**config.mk**
```make
export PLATFORM = sky130hd
export DESIGN_NAME = websocket_frame_deframer
export DESIGN_NICKNAME = d
export VERILOG_FILES = /design/src/sv/wsd_pkg.sv /design/src/sv/wsd_front.sv /design/src/sv/wsd_queue.sv /design/src/sv/websocket_frame_deframer.sv
export SDC_FILE = /design/constraint.sdc
export NUM_CORES = 1
export LEC_CHECK = 0
export ABC_AREA = 0
export BUFFER_PORTS_ARGS = -buffer_cell sky130_fd_sc_hd__buf_2
export CAP_MARGIN = 40
export CELL_PAD_IN_SITES_DETAIL_PLACEMENT = 0
export CELL_PAD_IN_SITES_GLOBAL_PLACEMENT = 2
export CORE_ASPECT_RATIO = 1.1
export CORE_MARGIN = 2
export CORE_UTILIZATION = 43
export CTS_CLUSTER_SIZE = 24
export DETAILED_ROUTE_END_ITERATION = 16
export PLACE_DENSITY_LB_ADDON = 0.1
export SYNTH_ARGS = -nofsm -noshare
export SYNTH_HDL_FRONTEND = slang
export SYNTH_SLANG_ARGS = --single-unit
```
**constraint.sdc**
```tcl
create_clock -name clk -period 13 [get_ports clk]
set_input_delay 1.3 -clock clk [delete_from_list [all_inputs] [get_ports clk]]
set_output_delay 1.3 -clock clk [all_outputs]
set_load 0.02 [all_outputs]
```
**src/sv/wsd_pkg.sv**
```systemverilog
// Shared types and constants for the WebSocket frame deframer.
// No dependencies; imported by every module of the block.
package wsd_pkg;

	// Result queue depth between parser and output side (power of two, 2 or more)
	localparam int WSD_QUEUE_DEPTH = 2;

	// Frame opcodes with special handling
	localparam logic [3:0] OP_CONT  = 4'h0;
	localparam logic [3:0] OP_CLOSE = 4'h8;
	localparam logic [3:0] OP_PING  = 4'h9;

	// 7-bit length codes
	localparam logic [6:0] LEN_SHORT_MAX = 7'd125;
	localparam logic [6:0] LEN_EXT16     = 7'd126;

	// Extended length byte counts
	localparam logic [3:0] EXT_BYTES_16 = 4'd2;
	localparam logic [3:0] EXT_BYTES_64 = 4'd8;

	typedef enum logic [2:0] {
		EV_DATA  = 3'd0,
		EV_PONG  = 3'd1,
		EV_CLOSE = 3'd2,
		EV_ERROR = 3'd3,
		EV_EMPTY = 3'd4
	} event_t;

	typedef struct packed {
		event_t     ev;
		logic [7:0] data;
		logic [3:0] opcode;
		logic       first;
		logic       last;
		logic       frame_last;
	} res_t;

	typedef struct packed {
		logic halted;
		logic push;
	} front_sts_t;

endpackage

```
**src/sv/wsd_front.sv**
```systemverilog
// Header parser and payload unmasker: one byte per beat, at most one result.
// Depends on wsd_pkg.
module wsd_front (
	input  logic               clk,
	input  logic               arst_n,
	input  logic               take,
	input  logic [7:0]         rx_byte,
	output logic               res_vld,
	output wsd_pkg::res_t      res,
	output wsd_pkg::front_sts_t sts
);
	import wsd_pkg::*;

	typedef enum logic [4:0] {
		PH_B0  = 5'b00001,
		PH_B1  = 5'b00010,
		PH_EXT = 5'b00100,
		PH_KEY = 5'b01000,
		PH_PAY = 5'b10000
	} phase_t;

	phase_t      phase_q, phase_n;
	logic        fin_q, fin_n;
	logic [3:0]  opcode_q, opcode_n;
	logic [3:0]  ext_left_q, ext_left_n;
	logic [63:0] rem_q, rem_n;
	logic [31:0] key_q, key_n;
	logic [1:0]  idx_q, idx_n;
	logic        open_q, open_n;
	logic [3:0]  open_op_q, open_op_n;
	logic        first_q, first_n;
	logic        halted_q, halted_n;

	logic [3:0]  op_b;
	logic [6:0]  len_b;
	logic [3:0]  msg_op;
	logic [7:0]  kb;
	logic [63:0] rem_dec;
	logic        done;
	logic        is_data_op;

	assign op_b       = rx_byte[3:0];
	assign len_b      = rx_byte[6:0];
	assign msg_op     = (opcode_q != OP_CONT) ? opcode_q : open_op_q;
	assign rem_dec    = rem_q - 64'd1;
	assign done       = (rem_dec == 64'd0);
	assign is_data_op = (op_b != OP_CONT) && (op_b != OP_CLOSE) && (op_b != OP_PING);

	always_comb begin
		case (idx_q)
			2'd0:    kb = key_q[31:24];
			2'd1:    kb = key_q[23:16];
			2'd2:    kb = key_q[15:8];
			default: kb = key_q[7:0];
		endcase
	end

	always_comb begin
		phase_n    = phase_q;
		fin_n      = fin_q;
		opcode_n   = opcode_q;
		ext_left_n = ext_left_q;
		rem_n      = rem_q;
		key_n      = key_q;
		idx_n      = idx_q;
		open_n     = open_q;
		open_op_n  = open_op_q;
		first_n    = first_q;
		halted_n   = halted_q;
		res_vld    = 1'b0;
		res        = '0;
		res.ev     = EV_DATA;

		if (take && !halted_q) begin
			case (phase_q)
				PH_B1: begin
					if (!rx_byte[7]) begin
						halted_n = 1'b1;
						res_vld  = 1'b1;
						res.ev   = EV_ERROR;
					end else begin
						idx_n = 2'd0;
						if (len_b <= LEN_SHORT_MAX) begin
							rem_n   = {57'd0, len_b};
							phase_n = PH_KEY;
						end else begin
							rem_n      = '0;
							ext_left_n = (len_b == LEN_EXT16) ? EXT_BYTES_16 : EXT_BYTES_64;
							phase_n    = PH_EXT;
						end
					end
				end
				PH_EXT: begin
					rem_n      = {rem_q[55:0], rx_byte};
					ext_left_n = ext_left_q - 4'd1;
					if (ext_left_q == 4'd1) begin
						phase_n = PH_KEY;
					end
				end
				PH_KEY: begin
					key_n = {key_q[23:0], rx_byte};
					idx_n = idx_q + 2'd1;
					if (idx_q == 2'd3) begin
						phase_n = PH_PAY;
						if (rem_q == 64'd0) begin
							// empty frame ends on the last key byte
							phase_n = PH_B0;
							if (opcode_q == OP_CLOSE) begin
								halted_n         = 1'b1;
								res_vld          = 1'b1;
								res.ev           = EV_CLOSE;
								res.opcode       = OP_CLOSE;
								res.frame_last   = 1'b1;
							end else if (opcode_q == OP_PING) begin
								res_vld          = 1'b1;
								res.ev           = EV_PONG;
								res.opcode       = OP_PING;
								res.frame_last   = 1'b1;
							end else if (fin_q) begin
								first_n          = 1'b0;
								open_n           = 1'b0;
								res_vld          = 1'b1;
								res.ev           = EV_EMPTY;
								res.opcode       = msg_op;
								res.first        = first_q;
								res.last         = 1'b1;
								res.frame_last   = 1'b1;
							end
						end
					end
				end
				PH_PAY: begin
					idx_n = idx_q + 2'd1;
					rem_n = rem_dec;
					if (done) begin
						phase_n = PH_B0;
					end
					if (opcode_q == OP_CLOSE) begin
						if (done) begin
							halted_n       = 1'b1;
							res_vld        = 1'b1;
							res.ev         = EV_CLOSE;
							res.opcode     = OP_CLOSE;
							res.frame_last = 1'b1;
						end
					end else if (opcode_q == OP_PING) begin
						if (done) begin
							res_vld        = 1'b1;
							res.ev         = EV_PONG;
							res.opcode     = OP_PING;
							res.frame_last = 1'b1;
						end
					end else begin
						first_n        = 1'b0;
						if (done && fin_q) begin
							open_n = 1'b0;
						end
						res_vld        = 1'b1;
						res.ev         = EV_DATA;
						res.data       = rx_byte ^ kb;
						res.opcode     = msg_op;
						res.first      = first_q;
						res.last       = done && fin_q;
						res.frame_last = done;
					end
				end
				default: begin
					// header byte 0: RSV and continuation check, then FIN and opcode
					if ((rx_byte[6:4] != 3'd0) || ((op_b == OP_CONT) && !open_q)) begin
						halted_n = 1'b1;
						res_vld  = 1'b1;
						res.ev   = EV_ERROR;
					end else begin
						fin_n    = rx_byte[7];
						opcode_n = op_b;
						if (is_data_op) begin
							first_n = 1'b1;
							if (rx_byte[7]) begin
								open_n = 1'b0;
							end else begin
								open_n    = 1'b1;
								open_op_n = op_b;
							end
						end
						phase_n = PH_B1;
					end
				end
			endcase
		end
	end

	always_ff @(posedge clk or negedge arst_n) begin
		if (!arst_n) begin
			phase_q    <= PH_B0;
			fin_q      <= 1'b0;
			opcode_q   <= '0;
			ext_left_q <= '0;
			rem_q      <= '0;
			key_q      <= '0;
			idx_q      <= '0;
			open_q     <= 1'b0;
			open_op_q  <= '0;
			first_q    <= 1'b0;
			halted_q   <= 1'b0;
		end else begin
			phase_q    <= phase_n;
			fin_q      <= fin_n;
			opcode_q   <= opcode_n;
			ext_left_q <= ext_left_n;
			rem_q      <= rem_n;
			key_q      <= key_n;
			idx_q      <= idx_n;
			open_q     <= open_n;
			open_op_q  <= open_op_n;
			first_q    <= first_n;
			halted_q   <= halted_n;
		end
	end

	assign sts.halted = halted_q;
	assign sts.push   = res_vld;

endmodule

```
**src/sv/wsd_queue.sv**
```systemverilog
// Small result queue between the parser and the output channel.
// Depends on wsd_pkg for the result type.
module wsd_queue #(
	parameter int Depth = wsd_pkg::WSD_QUEUE_DEPTH
) (
	input  logic          clk,
	input  logic          arst_n,
	input  logic          push,
	input  wsd_pkg::res_t push_data,
	output logic          full,
	output logic          head_vld,
	input  logic          pop,
	output wsd_pkg::res_t head
);
	import wsd_pkg::*;

	localparam int PtrW = $clog2(Depth);

	res_t            mem_q [Depth];
	logic [PtrW-1:0] wr_ptr_q;
	logic [PtrW-1:0] rd_ptr_q;
	logic [PtrW:0]   count_q;

	assign full     = (count_q == Depth[PtrW:0]);
	assign head_vld = (count_q != '0);
	assign head     = mem_q[rd_ptr_q];

	always_ff @(posedge clk) begin
		if (push) begin
			mem_q[wr_ptr_q] <= push_data;
		end
	end

	always_ff @(posedge clk or negedge arst_n) begin
		if (!arst_n) begin
			wr_ptr_q <= '0;
			rd_ptr_q <= '0;
			count_q  <= '0;
		end else begin
			if (push) begin
				wr_ptr_q <= wr_ptr_q + 1'b1;
			end
			if (pop) begin
				rd_ptr_q <= rd_ptr_q + 1'b1;
			end
			case ({push, pop})
				2'b10:   count_q <= count_q + 1'b1;
				2'b01:   count_q <= count_q - 1'b1;
				default: count_q <= count_q;
			endcase
		end
	end

endmodule

```
**src/sv/websocket_frame_deframer.sv**
```systemverilog
// WebSocket client-to-server deframer: byte in, unmasked payload and events out.
// Results are registered in the result queue and shown on the output from its head.
// Throughput: one byte per cycle; rx_stall rises only when the result queue
// (QDepth entries) is full because results are not being taken.
// Reset: arst_n clears parser state, halt flag and queue at once; no clearing pass.
module websocket_frame_deframer #(
	parameter int QDepth = wsd_pkg::WSD_QUEUE_DEPTH
) (
	input  logic       clk,
	input  logic       arst_n,
	// input byte stream
	input  logic       rx_valid,
	output logic       rx_stall,
	input  logic [7:0] rx_byte,
	// result stream
	output logic       res_valid,
	input  logic       res_stall,
	output logic [2:0] event_res,
	output logic [7:0] data_byte,
	output logic [3:0] message_opcode,
	output logic       message_first,
	output logic       message_last,
	output logic       frame_last
);
	import wsd_pkg::*;

	logic       take;
	logic       pop;
	logic       q_full;
	logic       res_vld;
	res_t       res;
	res_t       head;
	front_sts_t sts;

	// A beat is taken whenever the queue has room; every byte yields at most
	// one result, so room for one entry is all the front part needs.
	assign rx_stall = q_full;
	assign take     = rx_valid && !rx_stall;
	assign pop      = res_valid && !res_stall;

	// Front part: header parse, length and key capture, payload unmasking,
	// fragment tracking and the halt after close or error.
	wsd_front u_front (
		.clk     (clk),
		.arst_n  (arst_n),
		.take    (take),
		.rx_byte (rx_byte),
		.res_vld (res_vld),
		.res     (res),
		.sts     (sts)
	);

	// Back part: result queue whose head drives the output channel, so the
	// two channels stall independently.
	wsd_queue #(
		.Depth (QDepth)
	) u_queue (
		.clk       (clk),
		.arst_n    (arst_n),
		.push      (res_vld),
		.push_data (res),
		.full      (q_full),
		.head_vld  (res_valid),
		.pop       (pop),
		.head      (head)
	);

	assign event_res      = head.ev;
	assign data_byte      = head.data;
	assign message_opcode = head.opcode;
	assign message_first  = head.first;
	assign message_last   = head.last;
	assign frame_last     = head.frame_last;

	// Halt only follows a close or error result from the previous beat.
	a_halt_cause: assert property (@(posedge clk) disable iff (!arst_n)
		$rose(sts.halted) |-> $past(sts.push && (res.ev == EV_ERROR || res.ev == EV_CLOSE)))
		else $error("halt without close or error result");

	// Once halted the parser produces nothing.
	a_halt_silent: assert property (@(posedge clk) disable iff (!arst_n)
		sts.halted |-> !sts.push)
		else $error("result produced while halted");

	// Only payload beats carry data; errors never close a frame.
	a_res_shape: assert property (@(posedge clk) disable iff (!arst_n)
		res_valid |-> ((event_res == EV_DATA) || (data_byte == 8'd0))
		&& ((event_res != EV_ERROR) || !frame_last))
		else $error("malformed result at output");

endmodule
```
* Yosys cells after proc, flatten, opt, wreduce, memory -nomap -nowiden
Memory sizes are Yosys's and may differ from the RTL's.
Index checks and enable logic that the tools add are counted.
** Word-level totals
- Bits in registers :: 123
- Bits in writable memories :: 36
- Bits of input ports :: 12
- Output and inout bits :: 20
- Word-level logic and storage cells :: 193
- Memories kept :: 1
** Memories
- u_queue.mem_q :: words 2, width 18, read ports 1, clocked after memory_dff 0, write ports 1, RTL line wsd_queue.sv:19 : res_t mem_q [Depth];
** Cells by class
- Add/subtract/negate cells :: 7
- $lt $le $gt $ge :: 1
- Equality and inequality tests :: 33
- Multiplexer cells :: 92
- Bitwise logic cells :: 6
- Reduce and logical (&&, ||, !) cells :: 39
** Operator list (number)
- one-hot mux 64 bit (3 select lines) :: 1
- zero test 64 bit :: 2
- 2-to-1 mux 64 bit :: 1
- subtractor 64 x 1 -> 64 bit (second input constant) :: 1
- 2-to-1 mux 4 bit :: 11
- 2-to-1 mux 1 bit :: 39
- 2-to-1 mux 5 bit :: 6
- 2-to-1 mux 7 bit :: 4
- 2-to-1 mux 8 bit :: 3
- one-hot mux 8 bit (3 select lines) :: 1
- 2-to-1 mux 3 bit :: 7
- one-hot mux 5 bit (4 select lines) :: 1
- 2-to-1 mux 18 bit :: 1
- 2-to-1 mux 2 bit :: 8
- != test 2 x 1 -> 1 bit (second input constant) :: 8
- != test 2 bit (second input constant) :: 7
- one-hot mux 7 bit (2 select lines) :: 1
- one-hot mux 3 bit (4 select lines) :: 1
- AND reduction 12 bit :: 1
- nonzero test 4 bit :: 3
- AND reduction 11 bit :: 1
- AND reduction 3 bit :: 3
- AND reduction 9 bit :: 1
- nonzero test 3 bit :: 3
- 35 further kinds :: 63

* Logic depth before layout (Yosys ltp)
Gate-level depths: netlist of the first run.
- Depth after elaboration :: 9
- Gate-level depth with buffers :: 17
- Depth with buffers taken out :: 15

* Cells and area by module
A second synthesis of the first run with hierarchy kept.
** Second synthesis, totals
- Cells, all modules :: 1087
- Area total of the unflattened synthesis :: 9853.2 sq um
** By module, submodules not included
- wsd_front :: instances 1, cells an instance 1013, area an instance 8290.5 sq um, seq. area each 2979.1 sq um
- wsd_queue :: instances 1, cells an instance 72, area an instance 1535.2 sq um, seq. area each 1181.1 sq um
- websocket_frame_deframer :: instances 1, cells an instance 2, area an instance 27.5 sq um, seq. area each 0.0 sq um

* Worst setup path after synthesis of the first run
OpenSTA, ideal clock, no wires.
- Path kind :: register -> register
- Start point :: register u_front.rem_q[0]
- End point :: memory u_queue.mem_q[1][0] in the netlist's numbering, enable pin
- Library setup time :: 393 ps
- Arrival time :: 4166 ps
- Data required time :: 12607 ps
- Setup slack :: 8442 ps
- Stages on the path, launching flop included :: 14
- Path buffers :: 1
- Clock period less this slack :: 4558 ps
- Cell sequence :: dfrtp_1 > inv_1 > ha_1 > clkbuf_1 > nor2b_1 > and4_1 > nand4_4 > o31a_1 > or4_1 > or4b_4 > nor4_4 > a211o_2 > o21ai_2 > nor2_1
** On the way
- Cells in the longest elaborated chain, start to end :: 9
- Elaborated cells on any way between the ends :: 12
- Those cells by class :: 1 x add/sub; 9 x mux; 2 x reduce/logical
** Ends and longest elaborated chain
- from (decl) :: RTL line wsd_front.sv:26 : logic [63:0] rem_q, rem_n;
- from (signal assigned) :: RTL line wsd_front.sv:210 : rem_q <= rem_n;
- subtractor 64 x 1 -> 64 bit :: RTL line wsd_front.sv:45 : assign rem_dec = rem_q - 64'd1;
- zero test 64 bit :: RTL line wsd_front.sv:46 : assign done = (rem_dec == 64'd0);
- 2-to-1 mux 1 bit :: RTL line wsd_front.sv:139, wsd_front.sv:147
- 2-to-1 mux 1 bit :: RTL line wsd_front.sv:146 : end else if (opcode_q == OP_PING) begin
- 2-to-1 mux 1 bit :: RTL line wsd_front.sv:138 : if (opcode_q == OP_CLOSE) begin
- one-hot mux 1 bit (4 select lines) (*) :: RTL line wsd_front.sv:75 : case (phase_q)
- 2-to-1 mux 1 bit (*) :: RTL line wsd_front.sv:74 : if (take && !halted_q) begin
- 2-to-1 mux 1 bit (*) :: RTL line wsd_queue.sv:29 : if (push) begin
- 2-to-1 mux 1 bit (not written as such) (*) :: RTL line wsd_queue.sv:30 : mem_q[wr_ptr_q] <= push_data;
- to (decl) :: RTL line wsd_queue.sv:19
Mark *: on every way between the ends. The rest lies on a longest branch, timed or not.

* Worst setup path in the final report of the first run
- Start point :: register u_front.rem_q[11]
- End point :: register u_queue.count_q[1]
** On the way
- Cells in the longest elaborated chain, start to end :: 9
- Elaborated cells on any way between the ends :: 14
- Those cells by class :: 1 x add/sub; 2 x eq/ne; 8 x mux; 3 x reduce/logical
** Ends and longest elaborated chain
- subtractor 64 x 1 -> 64 bit :: RTL line wsd_front.sv:45
- zero test 64 bit :: RTL line wsd_front.sv:46
- 2-to-1 mux 1 bit :: RTL line wsd_front.sv:139, wsd_front.sv:147
- 2-to-1 mux 1 bit :: RTL line wsd_front.sv:146
- 2-to-1 mux 1 bit :: RTL line wsd_front.sv:138
- one-hot mux 1 bit (4 select lines) (*) :: RTL line wsd_front.sv:75
- 2-to-1 mux 1 bit (*) :: RTL line wsd_front.sv:74
- equality test 2 x 1 -> 1 bit or equality test 2 bit (tied branches) :: RTL line wsd_queue.sv:46 : case ({push, pop})
- one-hot mux 2 bit (2 select lines) or nonzero test 2 bit (tied branches)
- to (signal assigned) :: RTL line wsd_queue.sv:47 : 2'b10: count_q <= count_q + 1'b1;
- to (signal assigned) :: RTL line wsd_queue.sv:48 : 2'b01: count_q <= count_q - 1'b1;
- to (signal assigned) :: RTL line wsd_queue.sv:49 : default: count_q <= count_q;
- to (decl) :: RTL line wsd_queue.sv:22 : logic [PtrW:0] count_q;
Marked as above.
A chain may end at the register's enable or synchronous reset.

==> run metrics, run 1 <==
run status completed; Static Leak 4.20 nW; total power 1.79 mW; die area 0.0238 mm2; CTS tree built; antenna cells 0; HP Class reg2reg; routed via count 8706; I/O pin count 32; global-route wire length before repair 49700 um; # setup viols final 0; CP Class reg2reg; Maximum Capacitance Violations 0; internal power consumption 1.05 mW; sequential fraction of the synthesis area 42.8%; number of placed cells counting well taps 1358; Reg-to-Reg Start u_front.rem_q[11]; setup bufs post-CTS 0; Syn Nets 1122; router iterations before antenna repair 8; type of element capturing the critical path register; number of distinct library cell variants in the gate-level netlist after synthesis 74; count of flip-flops with a built-in enable after synthesis 36; x dimension of the die 147 um; hold violation count in the final report 0; post-layout util 48.2%; library cell occupying the most area in the post-synthesis netlist sky130_fd_sc_hd__dfrtp_1; Syn Inst Count 1100; share of async-settable or async-resettable flops after synthesis 77.4%; total power density per cell area 167 mW/mm2; portion of total power attributed to sequential cells 38.7%; residual DRC count 0; clock insertion delay at the later pin of the skew report 440 ps; critical path arrival 5370 ps; final standard cell count with taps included and fillers excluded 1390; Inserted Clock Buffers 17; CP startpoint kind register; proportion of power drawn by combinational gates 33.1%; top-area cell type share of the netlist area 31.4%; cell-by-cell listing of the critical path nor4_2 > nand2_1 > nor4_4 > nand3_1 > xnor2_1 > or4_1 > nor4_4 > a211o_2 > o21ai_2 > ha_1 > nor2_1 > xor2_1; Placeable Area 0.0222 mm2; maximum number of pins on one net before global-route repair 91; Worst EP required 13360 ps; routed length per placed instance 22.0 um; total buffers and inverters traversed by the critical path 0; Port-buffer cells 31; setup repair after global routing missed its margin no; combined area of all synthesized cells 0.00973 mm2; Global Route Usage Sum 26.4%; count of pins over their slew limit 0; number of nets in the finished design 1104; clock-pin slew on the worst setup and hold paths 80 ps; worst setup path startpoint u_front.rem_q[11]; cell with the most instances on the worst path sky130_fd_sc_hd__nor4_4; critical path peak fanout 18; number of buffers on the longest clock path 2; Worst Max-Slew Pin Slew 984 ps; CP peak stage delay 960 ps; fraction of power consumed by the clock network 28.1%; Tmin final 5000 ps; die height 162 um; switching power 736 uW; global route overflow 0; slew margin rel. 33.9%; Hold Path Origin u_queue.count_q[1]; area grow syn2layout 9.98%; number of storage elements in the synthesis netlist 159; Avg Synthesized Cell Area 8.85 um2; antenna-violating nets left 0; setup total negative slack 0 ps; via density per instance 6.26; synthesis warning total 0; CTS sink count 159; placed wire-length estimate 21400 um; most instantiated flip-flop cell in the synthesis netlist sky130_fd_sc_hd__dfrtp_1; proportion of total power due to net switching 41.1%; delay-heaviest family, CP simple AND/OR/NAND/NOR gates; cell row count 57; maximum clock skew at final layout 16.2 ps; slowest CP cell sky130_fd_sc_hd__nor4_4; count of H-tree levels built during CTS 4; CTS Root Buffer Type sky130_fd_sc_hd__clkbuf_16; cts-stage hold buffer count 0; initial detailed-routing violation count 651; Worst VDD drop 0.0000797 V; fraction of final layout cells with drive strength greater than 1 14.3%; Resize count post-CTS 0; maximum clock frequency 200 MHz; number of global-route vias before repair 8575; initial antenna violation count 0; cell types occupying the most area after synthesis sky130_fd_sc_hd__dfrtp_1 31%, sky130_fd_sc_hd__edfxtp_1 11%, sky130_fd_sc_hd__o21ai_0 6.5%, sky130_fd_sc_hd__mux2_2 6.2%, sky130_fd_sc_hd__nor2_1 4.1%; starting density of the core 43.9%; share of the clock period used by the worst path 38.5%; final estimated routing congestion in global placement 0.937; WL final 30600 um
==> Yosys cell counts (9+ instances only) <==
| cell | number |
|---|---|
| sky130_fd_sc_hd__o21ai_0 | 126 |
| sky130_fd_sc_hd__dfrtp_1 | 122 |
| sky130_fd_sc_hd__nor2_1 | 105 |
| sky130_fd_sc_hd__nand2_1 | 102 |
| sky130_fd_sc_hd__a21oi_1 | 66 |
| sky130_fd_sc_hd__clkbuf_1 | 66 |
| sky130_fd_sc_hd__nor3_1 | 59 |
| sky130_fd_sc_hd__mux2_2 | 54 |
| sky130_fd_sc_hd__nor4_1 | 39 |
| sky130_fd_sc_hd__edfxtp_1 | 36 |
| sky130_fd_sc_hd__nand4_1 | 26 |
| sky130_fd_sc_hd__xnor2_1 | 26 |
| sky130_fd_sc_hd__nand3_1 | 24 |
| sky130_fd_sc_hd__inv_1 | 23 |
| sky130_fd_sc_hd__a32oi_1 | 19 |
| sky130_fd_sc_hd__a22oi_1 | 17 |
| sky130_fd_sc_hd__or4_1 | 12 |
| sky130_fd_sc_hd__o22ai_1 | 11 |
| sky130_fd_sc_hd__ha_1 | 10 |
| sky130_fd_sc_hd__or3_1 | 10 |
| sky130_fd_sc_hd__xor2_1 | 9 |
==> stage by stage <==
step           worst slack, ps  hold WS, ps  instance area, um2
2_1_floorplan             8440          441                9730
5_1_grt                   7570          519               10700
4_1_cts                   8010          492               10700
6_report                  8000          494               10700
3_3_place_gp              8160          467               10000
3_5_place_dp              8020          472               10100
==> power by group through the flow <==
| stage | Sequential [mW] | Combinational [mW] | Clock [mW] |
|---|---|---|---|
| 3_3_place_gp | 0.698 | 0.582 | 0 |
| 2_1_floorplan | 0.640 | 0.450 | 0 |
| 3_5_place_dp | 0.699 | 0.590 | 0 |
| 5_1_grt | 0.705 | 0.658 | 0.533 |
| 6_report | 0.692 | 0.593 | 0.503 |
| 4_1_cts | 0.690 | 0.592 | 0.513 |
==> registers in the layout (all words and copies together), names as in the netlist, 2 cells and up <==
signal / count
u_front.ext_left_q: 4
u_queue.mem_q: 36
u_front.rem_q: 64
u_front.idx_q: 2
u_front.key_q: 32
u_queue.count_q: 2
u_front.open_op_q: 4
u_front.phase_q: 5
u_front.opcode_q: 4
==> final timing paths <==
path,cells after the start,to,slack [ps]
max,12,u_queue.count_q[1],8000
min,1,u_queue.count_q[1],490
max reg2reg,12,u_queue.count_q[1],8000
min reg2reg,1,u_queue.count_q[1],490
max in group asynchronous,3,u_front.phase_q[0],11190
min in group asynchronous,1,u_front.key_q[25],810
==> logic make-up after synthesis <==
logic type                 after synthesis  share of synthesized area, %
DFF                                    159                          42.8
xor gates and xnor gates                35                          3.15
buffers and inverters                  102                          4.09
and+or+nand+nor                        445                          24.1
muxes                                   55                          6.35
adders and majority gates               10                          1.29
AOI/OAI and AO/OA                      294                          18.3
==> final cells by class <==
| class | instances | area (um2) |
|---|---|---|
| sequential | 159 | 4160 |
| inverter | 23 | 86.3 |
| timing repair buffer | 42 | 297 |
| multi-input combinational | 839 | 5200 |
| tap | 295 | 369 |
| clock inverter | 15 | 161 |
| fill | 2162 | 11500 |
| clock buffer | 17 | 425 |
==> layer usage <==
metal / vias up / track usage [%] / wire length [um]
li1: 4069 / - / -
met1: 4255 / 35.3 / 13500
met4: 0 / 9.09 / 897
met3: 64 / 2.89 / 1290
met2: 318 / 44.9 / 14900
met5: - / 0 / 0
==> placed cells by master, fill, tap and decap left out, types with 9 or more instances in the layout <==
cell | Yosys | routed
sky130_fd_sc_hd__nand2_1 | 102 | 102
sky130_fd_sc_hd__or3_1 | 10 | 10
sky130_fd_sc_hd__inv_1 | 23 | 23
sky130_fd_sc_hd__a21oi_1 | 66 | 65
sky130_fd_sc_hd__nand3_1 | 24 | 23
sky130_fd_sc_hd__edfxtp_1 | 36 | 36
sky130_fd_sc_hd__dfrtp_1 | 122 | 122
sky130_fd_sc_hd__nand4_1 | 26 | 26
sky130_fd_sc_hd__buf_2 | 6 | 30
sky130_fd_sc_hd__a32oi_1 | 19 | 19
sky130_fd_sc_hd__xor2_1 | 9 | 9
sky130_fd_sc_hd__clkbuf_16 | 0 | 17
sky130_fd_sc_hd__nor3_1 | 59 | 59
sky130_fd_sc_hd__o22ai_1 | 11 | 11
sky130_fd_sc_hd__a22oi_1 | 17 | 17
sky130_fd_sc_hd__nor2_1 | 105 | 105
sky130_fd_sc_hd__xnor2_1 | 26 | 26
sky130_fd_sc_hd__mux2_2 | 54 | 54
sky130_fd_sc_hd__nor4_1 | 39 | 39
sky130_fd_sc_hd__o21ai_0 | 126 | 126
sky130_fd_sc_hd__or4_1 | 12 | 12
sky130_fd_sc_hd__ha_1 | 10 | 10
Power figures use the tool's default switching activity.
==> run 2, diff against run 1 <==
CORE_UTILIZATION = 40   (was 43)
clock period = 5.18 ns   (was 13 ns; I/O delays follow)
==> run metrics, run 2 (same netlist as run 1, synthesis figures left out) <==
Worst Max-Slew Pin Slew 854 ps (-130 ps); Placeable Area 0.0238 mm2 (+7.2%); Static Leak 4.30 nW (+2.5%); register with the most flip-flops u_front.rem_q; type of element capturing the critical path register; maximum number of pins on one net before global-route repair 75 (-18%); setup repair after global routing missed its margin no; initial antenna violation count 0 (unchanged); HP Class in2async; I/O pin count 32 (unchanged); critical path peak fanout 18 (unchanged); number of nets in the finished design 1125 (+1.9%); post-layout util 45.7% (-2.5 points); placed wire-length estimate 22200 um (+3.7%); total power density per cell area 417 mW/mm2 (+150%); final std cell area, no fill 0.0109 mm2 (+1.5%); routed via count 8799 (+1.1%); pre-CTS setup slack 690 ps (-7330 ps); Worst Hold Slack 106 ps (-388 ps); die area 0.0256 mm2 (+7.3%); router iterations before antenna repair 5 (-3); x dimension of the die 153 um (+3.6%); clock insertion delay at the later pin of the skew report 440 ps (about the same); Global Route Usage Sum 24.9% (-1.5 points); number of placed cells counting well taps 1389 (+2.3%); Largest register FFs 64 (unchanged); number of buffers on the longest clock path 2 (unchanged); final worst setup slack 612 ps (-7380 ps); final standard cell count with taps included and fillers excluded 1421 (+2.2%); residual DRC count 0 (unchanged); global-route wire length before repair 50600 um (+1.8%); number of global-route vias before repair 8739 (+1.9%); critical path arrival 4680 ps (-690 ps); cts-stage hold buffer count 0 (unchanged); CP Class reg2reg; die height 168 um (+3.6%); count of H-tree levels built during CTS 4 (unchanged); Inserted Clock Buffers 17 (unchanged); global route overflow 0 (unchanged); CTS Root Buffer Type sky130_fd_sc_hd__clkbuf_16; CP peak stage delay 630 ps (-330 ps); Placed Area 0.0103 mm2 (+1.5%); Maximum Capacitance Violations 0 (unchanged); largest registers u_front.rem_q x64, u_queue.mem_q x36, u_front.key_q x32; fraction of final layout cells with drive strength greater than 1 15.9% (+1.6 points); Resize count post-CTS 0 (unchanged); cell-by-cell listing of the critical path inv_1 > ha_1 > nor2b_1 > nand4_1 > buf_4 > nor4_1 > nand4_1 > xnor2_1 > or4b_4 > nor4_4 > a211o_2 > o21ai_2 > nor2_1 > buf_4; area grow syn2layout 11.7%; routed length per placed instance 22.1 um (+0.30%); total power 4.53 mW (+150%); slew margin rel. 43.0% (+9.1 points); CTS sink count 159 (unchanged); setup bufs post-CTS 0 (unchanged); starting density of the core 40.9% (-2.9 points); CP startpoint kind register; Port-buffer cells 31 (unchanged); Worst EP required 5290 ps (-8070 ps); Worst VDD drop 0.000186 V (+130%); maximum clock frequency 219 MHz (+9.5%); delay-heaviest family, CP simple AND/OR/NAND/NOR gates; slowest CP cell sky130_fd_sc_hd__nor4_1; setup total negative slack 0 ps (unchanged); clock-pin slew on the worst setup and hold paths 80 ps (about the same); share of the clock period used by the worst path 88.2% (+50 points); cell row count 59 (+3.5%); count of pins over their slew limit 0 (unchanged); # setup viols final 0 (unchanged); final estimated routing congestion in global placement 0.929 (-0.82%); via density per instance 6.19 (-1.1%); hold violation count in the final report 0 (unchanged); Tmin final 4570 ps (-435 ps); maximum clock skew at final layout 18.1 ps (+1.89 ps); commonest non-fill, non-tap cell in the layout sky130_fd_sc_hd__o21ai_0; total buffers and inverters traversed by the critical path 3 (+3); antenna-violating nets left 0 (unchanged); WL final 31400 um (+2.5%); CTS tree built; leading cell types in the layout, fill and taps excluded 126 x sky130_fd_sc_hd__o21ai_0, 122 x sky130_fd_sc_hd__dfrtp_1, 105 x sky130_fd_sc_hd__nor2_1, 102 x sky130_fd_sc_hd__nand2_1, 65 x sky130_fd_sc_hd__a21oi_1; run status completed; initial detailed-routing violation count 710 (+9.1%); antenna cells 0 (unchanged)
[run 2: power breakdown]
| group | leakage (nW) | total, mW | switching [mW] | internal (mW) |
|---|---|---|---|---|
| sequential | 1.98 | 1.72 | 0.254 | 1.46 |
| combinational | 2.03 | 1.53 | 0.989 | 0.539 |
| clock | 0.294 | 1.28 | 0.621 | 0.663 |
[run 2: final timing paths]
kind / from / end / slack (ps) / depth (start not counted)
worst min register to register: u_queue.count_q[1] / u_queue.count_q[1] / 480 / 1
worst max-delay path: u_front.rem_q[0] / u_queue.mem_q[1][14] / 610 / 14
worst max register to register: u_front.rem_q[0] / u_queue.mem_q[1][14] / 610 / 14
max in group asynchronous: arst_n / u_front.rem_q[54] / 3820 / 2
min in group clk: res_stall / u_queue.rd_ptr_q / 400 / 3
worst min-delay path: arst_n / u_front.key_q[22] / 110 / 1
[run 2: final cells by class]
class,count,area [um2]
inverters,23,86.3
well taps,305,382
fillers,2335,12900
repair buffers,63,438
multi-input cells,839,5200
clock inverters,14,158
flip-flops and latches,159,4160
clock buffers,18,439
[run 2: worst reg2reg max path: stages, from the launching register on]
cell,delay [ps]
sky130_fd_sc_hd__dfrtp_1,460
sky130_fd_sc_hd__inv_1,110
sky130_fd_sc_hd__ha_1,350
sky130_fd_sc_hd__nor2b_1,270
sky130_fd_sc_hd__nand4_1,160
sky130_fd_sc_hd__buf_4,260
sky130_fd_sc_hd__nor4_1,640
sky130_fd_sc_hd__nand4_1,220
sky130_fd_sc_hd__xnor2_1,200
sky130_fd_sc_hd__or4b_4,560
sky130_fd_sc_hd__nor4_4,360
sky130_fd_sc_hd__a211o_2,220
sky130_fd_sc_hd__o21ai_2,90
sky130_fd_sc_hd__nor2_1,110
sky130_fd_sc_hd__buf_4,260
[run 2: layer usage]
metal | global-route usage [%] | wire length [um]
met5 | 0 | 0
met4 | 10.8 | 1280
met3 | 3.05 | 1500
met2 | 40.9 | 14900
met1 | 33.3 | 13700
